### src/hw/rtl/rrf_pkg.sv
// Shared types, constants and GF(2) helpers for the rolling Rabin fingerprint.
// No dependencies.
package rrf_pkg;

    localparam int MAX_WINDOW = 64;
    localparam int POLY_W     = 57;
    localparam int FP_W       = 56;
    localparam int WIN_W      = 7;
    localparam int ADDR_W     = $clog2(MAX_WINDOW);
    localparam int DEG_W      = 6;
    localparam int CNT_W      = $clog2(8 * MAX_WINDOW + 1);

    localparam logic [POLY_W-1:0] POLY_RESET = 57'd17349423945073011;
    localparam logic [WIN_W-1:0]  WIN_RESET  = WIN_W'(MAX_WINDOW);
    localparam logic [WIN_W-1:0]  WIN_MAX    = WIN_W'(MAX_WINDOW);

    localparam logic REG_POLYNOMIAL  = 1'b0;
    localparam logic REG_WINDOW_SIZE = 1'b1;

    localparam logic ACT_SLIDE   = 1'b0;
    localparam logic ACT_RESTART = 1'b1;

    typedef struct packed {
        logic             busy;
        logic [DEG_W-1:0] degree;
        logic [FP_W-1:0]  shift_term;
    } setup_status_t;

    // Multiply v (degree below k) by x and reduce modulo p.
    function automatic logic [FP_W-1:0] times_x(input logic [FP_W-1:0] v,
                                                 input logic [POLY_W-1:0] p,
                                                 input logic [DEG_W-1:0] k);
        logic [POLY_W-1:0] s;
        s = {v, 1'b0};
        if (s[k]) begin
            s = s ^ p;
        end
        return s[FP_W-1:0];
    endfunction

endpackage

### src/hw/rtl/rrf_window_mem.sv
// Window byte store: synchronous RAM with per-entry valid bits, registered read.
// Depends on rrf_pkg.
module rrf_window_mem (
    input  logic                      aclk,
    input  logic                      aresetn,
    input  logic                      clear,
    input  logic                      wr_en,
    input  logic [rrf_pkg::ADDR_W-1:0] wr_addr,
    input  logic [7:0]                wr_data,
    input  logic [rrf_pkg::ADDR_W-1:0] rd_addr,
    output logic [7:0]                rd_data
);

    logic [7:0]                     mem [rrf_pkg::MAX_WINDOW];
    logic [rrf_pkg::MAX_WINDOW-1:0] valid_reg;
    logic [7:0]                     rd_data_reg;

    always_ff @(posedge aclk) begin
        if (wr_en) begin
            mem[wr_addr] <= wr_data;
        end
        rd_data_reg <= valid_reg[rd_addr] ? mem[rd_addr] : 8'd0;
    end

    always_ff @(posedge aclk) begin
        if (!aresetn) begin
            valid_reg <= '0;
        end else begin
            for (int i = 0; i < rrf_pkg::MAX_WINDOW; i++) begin
                if (wr_en && wr_addr == rrf_pkg::ADDR_W'(i)) begin
                    valid_reg[i] <= 1'b1;
                end else if (clear) begin
                    valid_reg[i] <= 1'b0;
                end
            end
        end
    end

    assign rd_data = rd_data_reg;

endmodule

### src/hw/rtl/rrf_setup.sv
// Setup sequencer: finds the polynomial degree, then builds x^(8w) mod P.
// Depends on rrf_pkg.
module rrf_setup (
    input  logic                        aclk,
    input  logic                        aresetn,
    input  logic                        start,
    input  logic [rrf_pkg::POLY_W-1:0]  polynomial,
    input  logic [rrf_pkg::WIN_W-1:0]   window_size,
    output rrf_pkg::setup_status_t      status
);

    typedef enum logic [1:0] {ST_IDLE, ST_SCAN, ST_BUILD} state_t;

    state_t                      state_reg;
    logic [rrf_pkg::DEG_W-1:0]   deg_reg;
    logic [rrf_pkg::CNT_W-1:0]   cnt_reg;
    logic [rrf_pkg::FP_W-1:0]    term_reg;

    always_ff @(posedge aclk) begin
        if (!aresetn) begin
            state_reg <= ST_SCAN;
            deg_reg   <= rrf_pkg::DEG_W'(rrf_pkg::FP_W);
        end else if (start) begin
            state_reg <= ST_SCAN;
            deg_reg   <= rrf_pkg::DEG_W'(rrf_pkg::FP_W);
        end else begin
            case (state_reg)
                ST_SCAN: begin
                    // walk down from the top bit until the leading one
                    if (polynomial[deg_reg]) begin
                        state_reg <= ST_BUILD;
                        cnt_reg   <= {window_size, 3'b000};
                        term_reg  <= rrf_pkg::FP_W'(1);
                    end else begin
                        deg_reg <= deg_reg - 1'b1;
                    end
                end
                ST_BUILD: begin
                    term_reg <= rrf_pkg::times_x(term_reg, polynomial, deg_reg);
                    cnt_reg  <= cnt_reg - 1'b1;
                    if (cnt_reg == rrf_pkg::CNT_W'(1)) begin
                        state_reg <= ST_IDLE;
                    end
                end
                default: state_reg <= ST_IDLE;
            endcase
        end
    end

    assign status.busy       = (state_reg != ST_IDLE);
    assign status.degree     = deg_reg;
    assign status.shift_term = term_reg;

endmodule

### src/hw/rtl/rolling_rabin_fingerprint.sv
// Top level of the rolling Rabin fingerprint: config, item sequencer, datapath.
// Depends on rrf_pkg, rrf_window_mem and rrf_setup.
//
// Usage:
//   Input channel s_*: one request per byte. s_action = 0 slides s_byte_in into
//   the window; s_action = 1 restarts (window cleared, digest becomes 1).
//   Result channel m_*: exactly one m_fingerprint per request, in order.
//   Config port: cfg_wr_en/cfg_index/cfg_data; index 0 is the polynomial
//   (writes below 512 are dropped), index 1 the window size (low 7 bits used;
//   0 taken as 1, above 64 taken as 64). Write only while the block is idle.
// Sequence:
//   A slide request goes through one window RAM read, eight bit steps of the
//   GF(2) multiply-and-reduce unit and one result load. A restart request
//   goes straight to the result load. One request is in flight at a
//   time; the next is accepted while the previous result still waits.
// Reset and config:
//   After reset or a config write the setup unit scans for the polynomial
//   degree and builds x^(8*w) mod P; s_ready stays low meanwhile. A stalled
//   receiver holds the result register; the block then finishes the next
//   request and waits with it.
module rolling_rabin_fingerprint (
    input  logic                       aclk,
    input  logic                       aresetn,
    input  logic                       s_valid,
    output logic                       s_ready,
    input  logic                       s_action,
    input  logic [7:0]                 s_byte_in,
    output logic                       m_valid,
    input  logic                       m_ready,
    output logic [rrf_pkg::FP_W-1:0]   m_fingerprint,
    input  logic                       cfg_wr_en,
    input  logic                       cfg_index,
    input  logic [rrf_pkg::POLY_W-1:0] cfg_data
);

    typedef enum logic [2:0] {ST_INIT, ST_IDLE, ST_READ, ST_STEP, ST_DONE} state_t;

    localparam int A = rrf_pkg::ADDR_W;
    localparam int F = rrf_pkg::FP_W;

    state_t                    state_reg;
    logic [rrf_pkg::POLY_W-1:0] poly_reg;
    logic [rrf_pkg::WIN_W-1:0]  win_reg;
    logic [A-1:0]              wp_reg;
    logic [F-1:0]              digest_reg;
    logic [F-1:0]              d_reg, a_reg;
    logic [F-1:0]              d_next, a_next;
    logic [7:0]                byte_reg, old_reg;
    logic [2:0]                bit_reg;
    logic                      m_valid_reg;
    logic [F-1:0]              m_fp_reg;
    logic                      cfg_take;
    logic [rrf_pkg::WIN_W-1:0] win_clamped;
    logic                      accept;
    logic                      restart;
    logic [A-1:0]              wp_first;
    logic [A-1:0]              wp_inc;
    logic                      out_free;

    rrf_pkg::setup_status_t    setup;

    logic       mem_clear, mem_we;
    logic [A-1:0] mem_waddr;
    logic [7:0] mem_wdata, mem_rdata;

    // Config: decode and clamp
    always_comb begin
        win_clamped = cfg_data[rrf_pkg::WIN_W-1:0];
        if (win_clamped == '0) begin
            win_clamped = rrf_pkg::WIN_W'(1);
        end else if (win_clamped > rrf_pkg::WIN_MAX) begin
            win_clamped = rrf_pkg::WIN_MAX;
        end
        case (cfg_index)
            rrf_pkg::REG_POLYNOMIAL:  cfg_take = cfg_wr_en && (cfg_data[56:9] != '0);
            rrf_pkg::REG_WINDOW_SIZE: cfg_take = cfg_wr_en;
            default:                  cfg_take = 1'b0;
        endcase
    end

    always_ff @(posedge aclk) begin
        if (!aresetn) begin
            poly_reg <= rrf_pkg::POLY_RESET;
            win_reg  <= rrf_pkg::WIN_RESET;
        end else if (cfg_take) begin
            if (cfg_index == rrf_pkg::REG_POLYNOMIAL) begin
                poly_reg <= cfg_data;
            end else begin
                win_reg <= win_clamped;
            end
        end
    end

    rrf_setup u_setup (
        .aclk       (aclk),
        .aresetn    (aresetn),
        .start      (cfg_take),
        .polynomial (poly_reg),
        .window_size(win_reg),
        .status     (setup)
    );

    // Handshake and window pointer helpers
    assign s_ready  = (state_reg == ST_IDLE) && !setup.busy;
    assign accept   = s_valid && s_ready;
    assign out_free = !m_valid_reg || m_ready;
    assign restart  = (state_reg == ST_INIT) || (accept && s_action == rrf_pkg::ACT_RESTART);
    assign wp_first = (win_reg == rrf_pkg::WIN_W'(1)) ? '0 : A'(1);
    assign wp_inc   = (({1'b0, wp_reg} + 1'b1) == win_reg) ? '0 : wp_reg + 1'b1;

    // Restart writes byte 1 into entry 0 over a cleared window;
    // a slide writes the new byte where the oldest one was read
    assign mem_clear = restart;
    assign mem_we    = restart || (state_reg == ST_READ);
    assign mem_waddr = restart ? '0 : wp_reg;
    assign mem_wdata = restart ? 8'd1 : byte_reg;

    rrf_window_mem u_window (
        .aclk   (aclk),
        .aresetn(aresetn),
        .clear  (mem_clear),
        .wr_en  (mem_we),
        .wr_addr(mem_waddr),
        .wr_data(mem_wdata),
        .rd_addr(wp_reg),
        .rd_data(mem_rdata)
    );

    // One bit step: digest*x + new bit, and drop term via old*x^(8w)
    always_comb begin
        d_next = rrf_pkg::times_x(d_reg, poly_reg, setup.degree)
                 ^ F'(byte_reg[bit_reg]);
        a_next = rrf_pkg::times_x(a_reg, poly_reg, setup.degree)
                 ^ (old_reg[bit_reg] ? setup.shift_term : '0);
    end

    always_ff @(posedge aclk) begin
        if (!aresetn) begin
            state_reg   <= ST_INIT;
            m_valid_reg <= 1'b0;
        end else begin
            // a result loaded in ST_DONE takes the place of the one leaving
            if (m_valid_reg && m_ready && (state_reg != ST_DONE || cfg_take)) begin
                m_valid_reg <= 1'b0;
            end
            if (cfg_take) begin
                // rebuild and restart after any accepted write
                state_reg <= ST_INIT;
            end else begin
                case (state_reg)
                    ST_INIT: begin
                        digest_reg <= F'(1);
                        wp_reg     <= wp_first;
                        state_reg  <= ST_IDLE;
                    end
                    ST_IDLE: begin
                        if (accept) begin
                            byte_reg <= s_byte_in;
                            if (s_action == rrf_pkg::ACT_RESTART) begin
                                digest_reg <= F'(1);
                                wp_reg     <= wp_first;
                                state_reg  <= ST_DONE;
                            end else begin
                                state_reg <= ST_READ;
                            end
                        end
                    end
                    ST_READ: begin
                        // oldest byte arrives; advance the pointer
                        old_reg   <= mem_rdata;
                        wp_reg    <= wp_inc;
                        d_reg     <= digest_reg;
                        a_reg     <= '0;
                        bit_reg   <= 3'd7;
                        state_reg <= ST_STEP;
                    end
                    ST_STEP: begin
                        d_reg   <= d_next;
                        a_reg   <= a_next;
                        bit_reg <= bit_reg - 1'b1;
                        if (bit_reg == 3'd0) begin
                            digest_reg <= d_next ^ a_next;
                            state_reg  <= ST_DONE;
                        end
                    end
                    ST_DONE: begin
                        // hold until the result register is free
                        if (out_free) begin
                            m_valid_reg <= 1'b1;
                            m_fp_reg    <= digest_reg;
                            state_reg   <= ST_IDLE;
                        end
                    end
                    default: state_reg <= ST_IDLE;
                endcase
            end
        end
    end

    assign m_valid       = m_valid_reg;
    assign m_fingerprint = m_fp_reg;

endmodule

### config.mk
export PLATFORM = sky130hd
export DESIGN_NAME = rolling_rabin_fingerprint
export DESIGN_NICKNAME = d
export VERILOG_FILES = /design/src/hw/rtl/rrf_pkg.sv /design/src/hw/rtl/rrf_window_mem.sv /design/src/hw/rtl/rrf_setup.sv /design/src/hw/rtl/rolling_rabin_fingerprint.sv
export SDC_FILE = /design/constraint.sdc
export NUM_CORES = 2
export LEC_CHECK = 0
export BUFFER_PORTS_ARGS = -buffer_cell sky130_fd_sc_hd__buf_2
export CAP_MARGIN = 10
export CORE_AREA = 2 2 273 302
export CTS_BUF_LIST = sky130_fd_sc_hd__clkbuf_4
export DETAILED_ROUTE_END_ITERATION = 10
export DIE_AREA = 0 0 275 304
export GPL_ROUTABILITY_DRIVEN = 1
export MAX_ROUTING_LAYER = met4
export PLACE_DENSITY = 0.71
export SLEW_MARGIN = 10
export SYNTH_ARGS = -nofsm -noshare
export SYNTH_HDL_FRONTEND = slang
export SYNTH_SLANG_ARGS = --single-unit
### constraint.sdc
create_clock -name aclk -period 7.7 [get_ports aclk]
set_input_delay 0.385 -clock aclk [delete_from_list [all_inputs] [get_ports aclk]]
set_output_delay 0.385 -clock aclk [all_outputs]
set_load 0.005 [all_outputs]
==> key figures <==
Synthesis
  – Ys Warns: 0
  – Post-Syn Area per Cell: 14.3 sq um
  – Synth Flop Type: edfxtp_1
  – Asr flop ratio synth: 0%
  – Seq/Total Area, Yosys: 63.4%
  – Share of the synthesized area in the top cell type: 56.6%
  – Post-synthesis net count: 3147
  – Cell count after synthesis: 3069
  – Post-synth EDFFs: 827
  – Dominant cells by area after synthesis: edfxtp_1 (57%), mux4_2 (12%), dfxtp_1 (6.8%)
  – Synthesized flop and latch total: 975
  – Synth cell types: 73
  – Area leader, netlist: edfxtp_1
  – Syn Std Cell Area: 0.0439 sq mm

Clock network
  – CTS tree: yes
  – Clk_lat worst skew: 1.11 ns
  – Maximum root-to-sink buffer count: 4
  – Root Buffer: clkbuf_4
  – Sink Count: 975
  – CTS resizes: 0
  – CTS Buf Count: 274
  – H-tree levels: 5
  – Clock transition at path regs: 0.06 ns

Worst hold path
  – Hold WC Path Type: in2reg
  – Hold_sp: s_byte_in[1]
  – Hold path cells: 2

STA
  – Layout Skew: 0.0957 ns
  – RSZ-0062 raised after global routing: false
  – Setup_tns: 0 ns
  – Final Hold Fails: 0
  – FMAX: 209 MHz
  – Final setup viols: 0
  – Fin crit period: 4.78 ns
  – Max-slew violations: 0
  – Slew of the pin with the lowest slew margin: 1.23 ns
  – Period utilization: 62.0%
  – Max-Slew Margin vs Limit: 17.8%

Power and ir drop
  – Max VDD drop: 0.000166 V
  – Cell Pwr Density: 236 mW/mm^2
  – Total Power: 0.0117 W
  – Pleak: 17.2 nW

Global route
  – Initial antenna violation count: 7
  – Vias in the first global route: 28000
  – Overflow after GRT: 0
  – Largest net degree at the start of global routing: 153
  – First-pass GRT wire length: 166 mm
  – All-Layer GR Usage: 27.1%

Die
  – Rows: 110
  – Die height: 304 microns
  – Die area: 0.0836 sq mm
  – Io pins: 130
  – Initial core utilization: 54.2%
  – Chip width: 275 microns
  – Core area: 0.0809 sq mm

Worst setup path
  – Required @ worst endpoint: 8.49 ns
  – CP startpoint: u_setup.deg_reg[0]$_SDFFE_PN0P_
  – Setup Crit Path Kind: reg2reg
  – Worst-path fanout max: 58
  – Critical Path Sink Type: flip-flop
  – Worst r2r path cells: 9
  – Worst setup SP type: flip-flop
  – Crit path DAT: 5.56 ns
  – Worst r2r src: u_setup.deg_reg[0]$_SDFFE_PN0P_

Drt
  – First-pass DRT Iterations: 7
  – Vias per cell: 5.92
  – Residual DRC: 0
  – DR iter-0 viols: 2924
  – Total routed wirelength: 109 mm
  – Detail Route Antenna Nets: 0
  – Wire per inst: 23.3 microns
  – Via count: 27600

Placed design
  – Buffers on Ports: 129
  – Hpwl dp: 68.6 mm
  – Placed insts: 4115
  – Placer Congestion: 0.896

Flow run
  – Max-cap violations: 0

Cells and area
  – Share of cells above drive strength 1: 23.8%
  – Max reg flops: 512
  – Layout Nets: 3483
  – Layout area overhead: 13.0%
  – Final core occ: 61.2%
  – Fin cells: 4665

Run status
  – Outcome: completed
cells in the final DEF (no fill, tap or decap), types with 69 or more instances in the layout:
cell / synthesis / layout
buf_2: 11 / 129
clkbuf_4: 1 / 395
dfxtp_1: 148 / 146
dlygate4sd3_1: 0 / 77
edfxtp_1: 827 / 827
mux2i_1: 72 / 72
mux4_2: 230 / 230
nand2_1: 470 / 469
nor2_1: 231 / 229
o21ai_0: 192 / 192
xnor2_1: 69 / 69
xor2_1: 225 / 225
timing repair:
action / CTS / global route
setup buffers: 0 / 0
setup endpoints to repair: 0 / 0
hold endpoints to repair: 113 / 0
hold buffers: 77 / 0
final timing paths:
kind | endpoint | slack (ns)
setup / recovery | digest_reg[54]$_SDFFCE_PN0P_ | 2.92
hold / removal | byte_reg[1]$_DFFE_PP_ | 0.09
setup reg to reg | digest_reg[54]$_SDFFCE_PN0P_ | 2.92
hold reg to reg | old_reg[3]$_DFFE_PP_ | 0.40
stage by stage:
stage               hold slack, ns  setup WS, ns  area (sq um)
global route                0.0654          2.66         49600
finish                      0.0864          2.92         49600
floorplan                    0.386         0.524         43900
global placement             0.393          2.55         45400
detailed placement           0.389          2.97         45400
CTS                       0.000124          3.01         49500
area by class of cell:
cell class | instances | area [sq um]
Timing Repair Buffer | 251 | 1790
Clock inverter | 70 | 383
Tap cell | 1064 | 1330
Inverter | 15 | 56.3
Sequential cell | 975 | 27800
Clock buffer | 395 | 2970
Fill cell | 6139 | 31400
Antenna cell | 7 | 17.5
Multi-Input combinational cell | 1888 | 15200
critical path, cell delays in order (launching register included):
cell and delay, ns:
dfxtp_2 0.65, buf_4 0.60, mux4_1 0.37, mux2_2 0.15, o22ai_1 0.13, a2111oi_4 0.37
buf_4 0.61, o21a_2 1.08, o21ai_0 0.28, mux2i_1 0.18
cell usage after synthesis, drive strengths merged, types with 8 or more instances:
cell type    n
edfxtp     827
o21ai      208
nand4        9
nand3       51
buf         62
nand2b      63
a21boi      28
clkbuf     129
xor2       225
mux2i       72
and2        18
mux4       248
inv         14
a21oi       25
xnor2       69
nor2b       28
nand2      470
nor3        17
o21a        11
nor4        13
nor2       231
a22o         8
dfxtp      148
nor3b        8
where the power goes:
group / leakage [nW] / switching [W] / internal, W
Sequential: 8.87 / 0.000104 / 0.00575
Clock: 2.00 / 0.00211 / 0.00248
Combinational: 6.35 / 0.000767 / 0.000503
Total: 17.2 / 0.00298 / 0.00873
cell families after synthesis:
logic type      after synthesis  share of synthesized area [%]
buf+inv                     206                           2.22
simple gates                930                           9.18
flops                       975                           63.4
fa+ha+maj                     6                          0.171
mux                         327                           14.7
compound gates              331                           4.47
xor+xnor                    294                           5.87
routing by layer:
layer | track usage (%) | share of wire [%]
met4 | 12.9 | 4.3
met3 | 5.17 | 7.5
met1 | 33.6 | 38
met5 | - | 0
met2 | 42.9 | 50
(Power assumes the default switching activity.)
